### src/rtl/core/sroe_pkg.sv
`default_nettype none
package sroe_pkg;

  // request codes as carried on req_type_i
  typedef enum logic [2:0] {
    REQ_INSERT  = 3'd0,
    REQ_ERASE   = 3'd1,
    REQ_ADD     = 3'd2,
    REQ_REVERSE = 3'd3,
    REQ_ROTATE  = 3'd4,
    REQ_MIN     = 3'd5
  } req_e;

  // result status codes
  typedef enum logic [1:0] {
    ST_DONE    = 2'd0,
    ST_INVALID = 2'd1,
    ST_FULL    = 2'd2
  } status_e;

  localparam int unsigned POS_W   = 13;
  localparam int unsigned VAL_W   = 64;
  localparam int unsigned CNT_W   = 31;
  localparam int unsigned LEN_OUT_W = 13;

endpackage
`default_nettype wire

### src/rtl/core/sroe_divmod.sv
`default_nettype none
module sroe_divmod #(
  parameter int unsigned PW = 13
) (
  input  logic                         clk_i,
  input  logic                         rst_ni,
  input  logic                         start_i,
  input  logic [sroe_pkg::CNT_W-1:0]   dividend_i,
  input  logic [PW-1:0]                divisor_i,
  output logic                         done_o,
  output logic [PW-1:0]                rem_o
);
  import sroe_pkg::*;

  localparam int unsigned SW = $clog2(CNT_W + 1);

  logic [CNT_W-1:0] dvd_q;
  logic [PW-1:0]    dvs_q;
  logic [PW:0]      rem_q, rem_d, shifted;
  logic [SW-1:0]    step_q;
  logic             busy_q, done_q;

  // one restoring step per cycle, dividend bits msb first
  always_comb begin
    shifted = {rem_q[PW-1:0], dvd_q[CNT_W-1]};
    if (shifted >= {1'b0, dvs_q}) begin
      rem_d = shifted - {1'b0, dvs_q};
    end else begin
      rem_d = shifted;
    end
  end

  always_ff @(posedge clk_i or negedge rst_ni) begin
    if (!rst_ni) begin
      busy_q <= 1'b0;
      done_q <= 1'b0;
      step_q <= '0;
      dvd_q  <= '0;
      dvs_q  <= '0;
      rem_q  <= '0;
    end else begin
      done_q <= 1'b0;
      if (start_i) begin
        busy_q <= 1'b1;
        step_q <= SW'(CNT_W);
        dvd_q  <= dividend_i;
        dvs_q  <= divisor_i;
        rem_q  <= '0;
      end else if (busy_q) begin
        rem_q  <= rem_d;
        dvd_q  <= {dvd_q[CNT_W-2:0], 1'b0};
        step_q <= step_q - SW'(1);
        if (step_q == SW'(1)) begin
          busy_q <= 1'b0;
          done_q <= 1'b1;
        end
      end
    end
  end

  assign done_o = done_q;
  assign rem_o  = rem_q[PW-1:0];

  a_rem_below_divisor: assert property (@(posedge clk_i) disable iff (!rst_ni)
    done_o |-> (rem_q < {1'b0, dvs_q}))
    else $error("remainder not below divisor");

endmodule
`default_nettype wire
### config.mk
export PLATFORM = sky130hd
export DESIGN_NAME = sroe_divmod
export DESIGN_NICKNAME = d
export VERILOG_FILES = /design/src/rtl/core/sroe_pkg.sv /design/src/rtl/core/sroe_divmod.sv
export SDC_FILE = /design/constraint.sdc
export NUM_CORES = 1
export LEC_CHECK = 0
export BUFFER_PORTS_ARGS = -buffer_cell sky130_fd_sc_hd__buf_2
export CORE_ASPECT_RATIO = 1.2
export CORE_MARGIN = 8
export CORE_UTILIZATION = 52
export DETAILED_ROUTE_END_ITERATION = 8
export PLACE_DENSITY = 0.84
export SYNTH_ARGS = -nofsm -noshare
export SYNTH_HDL_FRONTEND = slang
export SYNTH_SLANG_ARGS = --single-unit
### constraint.sdc
create_clock -name clk_i -period 5.3 [get_ports clk_i]
set_input_delay 0.265 -clock clk_i [delete_from_list [all_inputs] [get_ports clk_i]]
set_output_delay 0.265 -clock clk_i [all_outputs]
set_load 0.03 [all_outputs]
Word-level counts from Yosys, hierarchy flattened
Index checks and enable logic that the tools add are counted.

storage, ports and cells
  flip-flop bits (word level) = 64
  input port bits = 47
  output and inout bits = 14
  logic and storage cells = 24

cells by class
  add/subtract/negate cells = 2
  magnitude comparators = 1
  eq/ne operators = 1
  mux-type cells = 13
  reduce and logical (&&, ||, !) cells = 1

operators with widths
  kind                                                 count
  two-way mux 31 bit                                   2
  two-way mux 13 bit                                   3
  greater-or-equal comparator 14 x 13 -> 1 bit         1
  subtractor 13 bit                                    1
  two-way mux 5 bit                                    2
  two-way mux 1 bit                                    6
  equality test 5 x 1 -> 1 bit, second input constant  1
  subtractor 5 x 1 -> 5 bit, second input constant     1
  nonzero test 2 bit                                   1

Depth between registers and ports, before layout
  depth in word-level cells = 4
  depth in mapped cells = 11
  mapped depth without buffers = 10

Worst setup path before layout
Ideal clock, no wire load.

  path kind = register to register
  start = register rem_q[0]
  end = register rem_q[5]
  setup time = 153 ps
  arrival time = 2249 ps
  required time = 5147 ps
  path slack = 2899 ps
  stages on the path, launching flop included = 9
  buffers on the path = 1
  period minus slack after synthesis = 2401 ps
  cells stage by stage = dfrtp_1 -> fa_1 -> a211oi_2 -> o21a_1 -> nor4_4 -> or3_1 -> buf_6 -> nor3b_1 -> a311oi_1

on the way
  cells in the longest elaborated chain, start to end = 4
  elaborated cells between the ends (all ways) = 5
  classes of those cells = add/sub (1); order compare (1); mux (3)

RTL lines
  element                                                                                   line                                  RTL
  start, declared                                                                           sroe_divmod.sv:19                     logic [PW:0] rem_q, rem_d, shifted;
  start signal, assigned                                                                    sroe_divmod.sv:50                     rem_q <= rem_d;
  subtractor 13 bit / greater-or-equal comparator 14 x 13 -> 1 bit (equally long branches)  sroe_divmod.sv:27, sroe_divmod.sv:26
  two-way mux 13 bit *                                                                      sroe_divmod.sv:26                     if (shifted >= {1'b0, dvs_q}) begin
  two-way mux 13 bit *                                                                      sroe_divmod.sv:49                     end else if (busy_q) begin
  two-way mux 13 bit *                                                                      sroe_divmod.sv:43                     if (start_i) begin

Every way passes the cells marked *; elsewhere a longest branch is shown, timed or not. The select of a mux whose other input is x is not followed.
A chain may end at the register's enable or synchronous reset.

Worst setup path after layout
  start = register dvd_q[30]
  end = register rem_q[0]

on the way
  cells in the longest elaborated chain, start to end = 4
  elaborated cells between the ends (all ways) = 5
  classes of those cells = add/sub (1); order compare (1); mux (3)

RTL lines
  element                                                                                   line                                  RTL
  start, declared                                                                           sroe_divmod.sv:17                     logic [CNT_W-1:0] dvd_q;
  start signal, assigned                                                                    sroe_divmod.sv:46                     dvd_q <= dividend_i;
  start signal, assigned                                                                    sroe_divmod.sv:51                     dvd_q <= {dvd_q[CNT_W-2:0], 1'b0};
  subtractor 13 bit / greater-or-equal comparator 14 x 13 -> 1 bit (equally long branches)  sroe_divmod.sv:27, sroe_divmod.sv:26
  two-way mux 13 bit *                                                                      sroe_divmod.sv:26
  two-way mux 13 bit *                                                                      sroe_divmod.sv:49
  two-way mux 13 bit *                                                                      sroe_divmod.sv:43

Marked as above.

==> impl_metrics.json <==
{
  "vdd_drop_max_mv": 0.179,
  "clkLatencyLatePin_ns": 0.34,
  "worstPathRequired_ns": 5.55,
  "diodes": 0,
  "rsz0062_at_grt": "false",
  "clock_skew_ns": 0.0107,
  "synth.area.top_cells": "dfrtp_1 45%, mux2i_1 8.4%, o21ai_0 7.4%",
  "globalRoute.totalOverflow": 0,
  "rows": 33,
  "cts_buffer_depth": 2,
  "via_per_inst": 5.52,
  "cts_tree": "yes",
  "drv_slew": 0,
  "synth_cells": 376,
  "drt_iter0_markers": 145,
  "finalSetupTns_ns": 0,
  "finalNonFillerCells": 520,
  "ys_async_sr_fraction": 1.00,
  "antenna_found_initial": 0,
  "synth_nets": 439,
  "cp.arrival_ns": 3.22,
  "syn_area_per_cell_sq_um": 9.54,
  "dieArea_sq_mm": 0.00982,
  "fmax_mhz": 336,
  "drive_gt1_frac": 0.224,
  "crit_path_cell_trace": "inv_1 > ha_1 > inv_1 > fa_1 > a211oi_2 > o21a_1 > nor4_4 > nor3_2 > mux2_4 > a211oi_2",
  "ys_seq_area_frac": 0.446,
  "fillers": 588,
  "die_y_microns": 107,
  "synth_top_area_share": 0.446,
  "via_count": 2868,
  "drc": 0,
  "cts.root.buffer_cell": "clkbuf_8",
  "yosysMostFrequentCell": "nand2_1",
  "hold_class": "in -> async",
  "numCtsBuffers": 9,
  "htreeDepth": 3,
  "postCtsSetupBuffers": 0,
  "max_slew_margin": 0.431,
  "ys_warn_count": 0,
  "cp-start-kind": "flip-flop",
  "fin_nets": 491,
  "coreArea_sq_mm": 0.00677,
  "post-route-period-util": 0.561,
  "critPathMaxStageDelay_ns": 0.64,
  "grt_pass1_wl_mm": 13.4,
  "fin_crit_ns": 2.98,
  "areaGrowthSynthToFinish_pct": 15.3,
  "drv_cap": 0,
  "initial_core_util": 0.530,
  "boundaryPins": 61,
  "reg2reg_depth": 10,
  "leakage_uw": 0.00215,
  "grt_usage": 0.166,
  "p_per_area_mw_per_mm2": 388,
  "hold_viol_final": 0,
  "worst-path-max-fanout": 12,
  "dp_cells": 504,
  "cts.sink_count": 64,
  "cts.hold.buffers_added": 0,
  "synth_seq_cells": 64,
  "gp_congestion": 0.841,
  "ant_nets": 0,
  "place_ws_ns": 2.36,
  "critPathSlowestCell": "nor3_2",
  "synth_ff_type": "dfrtp_1",
  "portBuffers": 60,
  "wl_mm": 8.03,
  "tightest_slew_ns": 0.853,
  "grt_max_degree": 65,
  "crit_path_end_kind": "flip-flop",
  "critPathKind": "reg -> reg",
  "synth_edf_count": 0,
  "grt_pass1_vias": 2844,
  "outcome": "completed",
  "routedWlPerCell_microns": 15.4,
  "die_w_microns": 91.8,
  "dp_hpwl_mm": 5.88,
  "finalSetupViolCount": 0,
  "total_power_uw": 1600,
  "yosys.area.top_type": "dfrtp_1",
  "cts.clk_slew.worst_paths_ns": 0.08,
  "dr.pass1.iters": 4,
  "fin_ws_ns": 2.32,
  "postCtsResizedCells": 0,
  "yosys-top-cells-count": "67 x nand2_1, 64 x dfrtp_1, 53 x o21ai_0, 30 x mux2i_1, 20 x inv_1",
  "syn_area_sq_mm": 0.00359,
  "synth_cell_types": 48
}
[final timing paths]
kind | startpoint | slack (ns) | endpoint
max | dvd_q[30] | 2.32 | rem_q[0]
min | rst_ni | 0.08 | dvd_q[24]
max reg2reg | dvd_q[30] | 2.32 | rem_q[0]
min reg2reg | dvs_q[0] | 0.52 | dvs_q[0]
max in group asynchronous | rst_ni | 4.65 | busy_q
min in group clk_i | dividend_i[7] | 0.13 | dvd_q[7]
[per-stage QoR]
step	util	hold WS [ns]	cell area, sq um
floorplan	-	-0.0306	3590
global placement	0.578	0.475	3920
detailed placement	0.578	0.475	3920
CTS	0.611	0.106	4140
global route	0.611	0.135	4140
finish	0.611	0.0849	4140
[state kept, by name (all words and copies together), names as in the netlist]
register and count:
dvd_q 31, busy_q 1, step_q 5, rem_q 13, done_o 1, dvs_q 13
[cell type report]
type | instances | area [sq um] | share of cell area
Timing Repair Buffer | 63 | 323 | 0.0781
Inverter | 20 | 75.1 | 0.0182
Multi-Input combinational cell | 270 | 1810 | 0.437
Clock buffer | 9 | 124 | 0.0300
Tap cell | 87 | 109 | 0.0263
Sequential cell | 64 | 1600 | 0.388
Clock inverter | 7 | 95.1 | 0.0230
[cell usage in the layout, fill, tap and decap left out, drive strengths merged, types with 7 or more instances in the layout]
cell type,instances
xor2,8
ha,15
o21ai,54
nand2,67
clkbuf,9
mux2i,30
nor2b,7
buf,63
dfrtp,64
inv,21
nor2,16
nand3,8
a21oi,8
[kinds of logic after synthesis]
kind of cell             share of synthesized area
AO/OA/AOI/OAI                                0.169
XOR/XNOR                                    0.0317
adder cells (fa/ha/maj)                     0.0579
buffers and inverters                       0.0499
flip-flops                                   0.446
multiplexers                                0.0910
AND/OR/NAND/NOR                              0.154
[where the power goes]
part	switching, uW	internal (uW)	total [uW]
sequential	50.5	545	596
clock	196	265	461
combinational	333	215	547
total	579	1020	1600
[layer usage]
metal | track usage | routed length, microns
met1 | 0.197 | 3540
met2 | 0.278 | 3880
met3 | 0.0370 | 400
met4 | 0.0819 | 201
met5 | 0 | 0
[critical path, delay by kind of cell (launching register included)]
kind                       cells  cell delay (ns)
AOI/OAI and AO/OA              3             0.72
adders and majority gates      2             0.59
buffers and inverters          2             0.13
DFF                            1             0.38
muxes                          1             0.36
and+or+nand+nor                2             0.70
(Power assumes the default switching activity.)
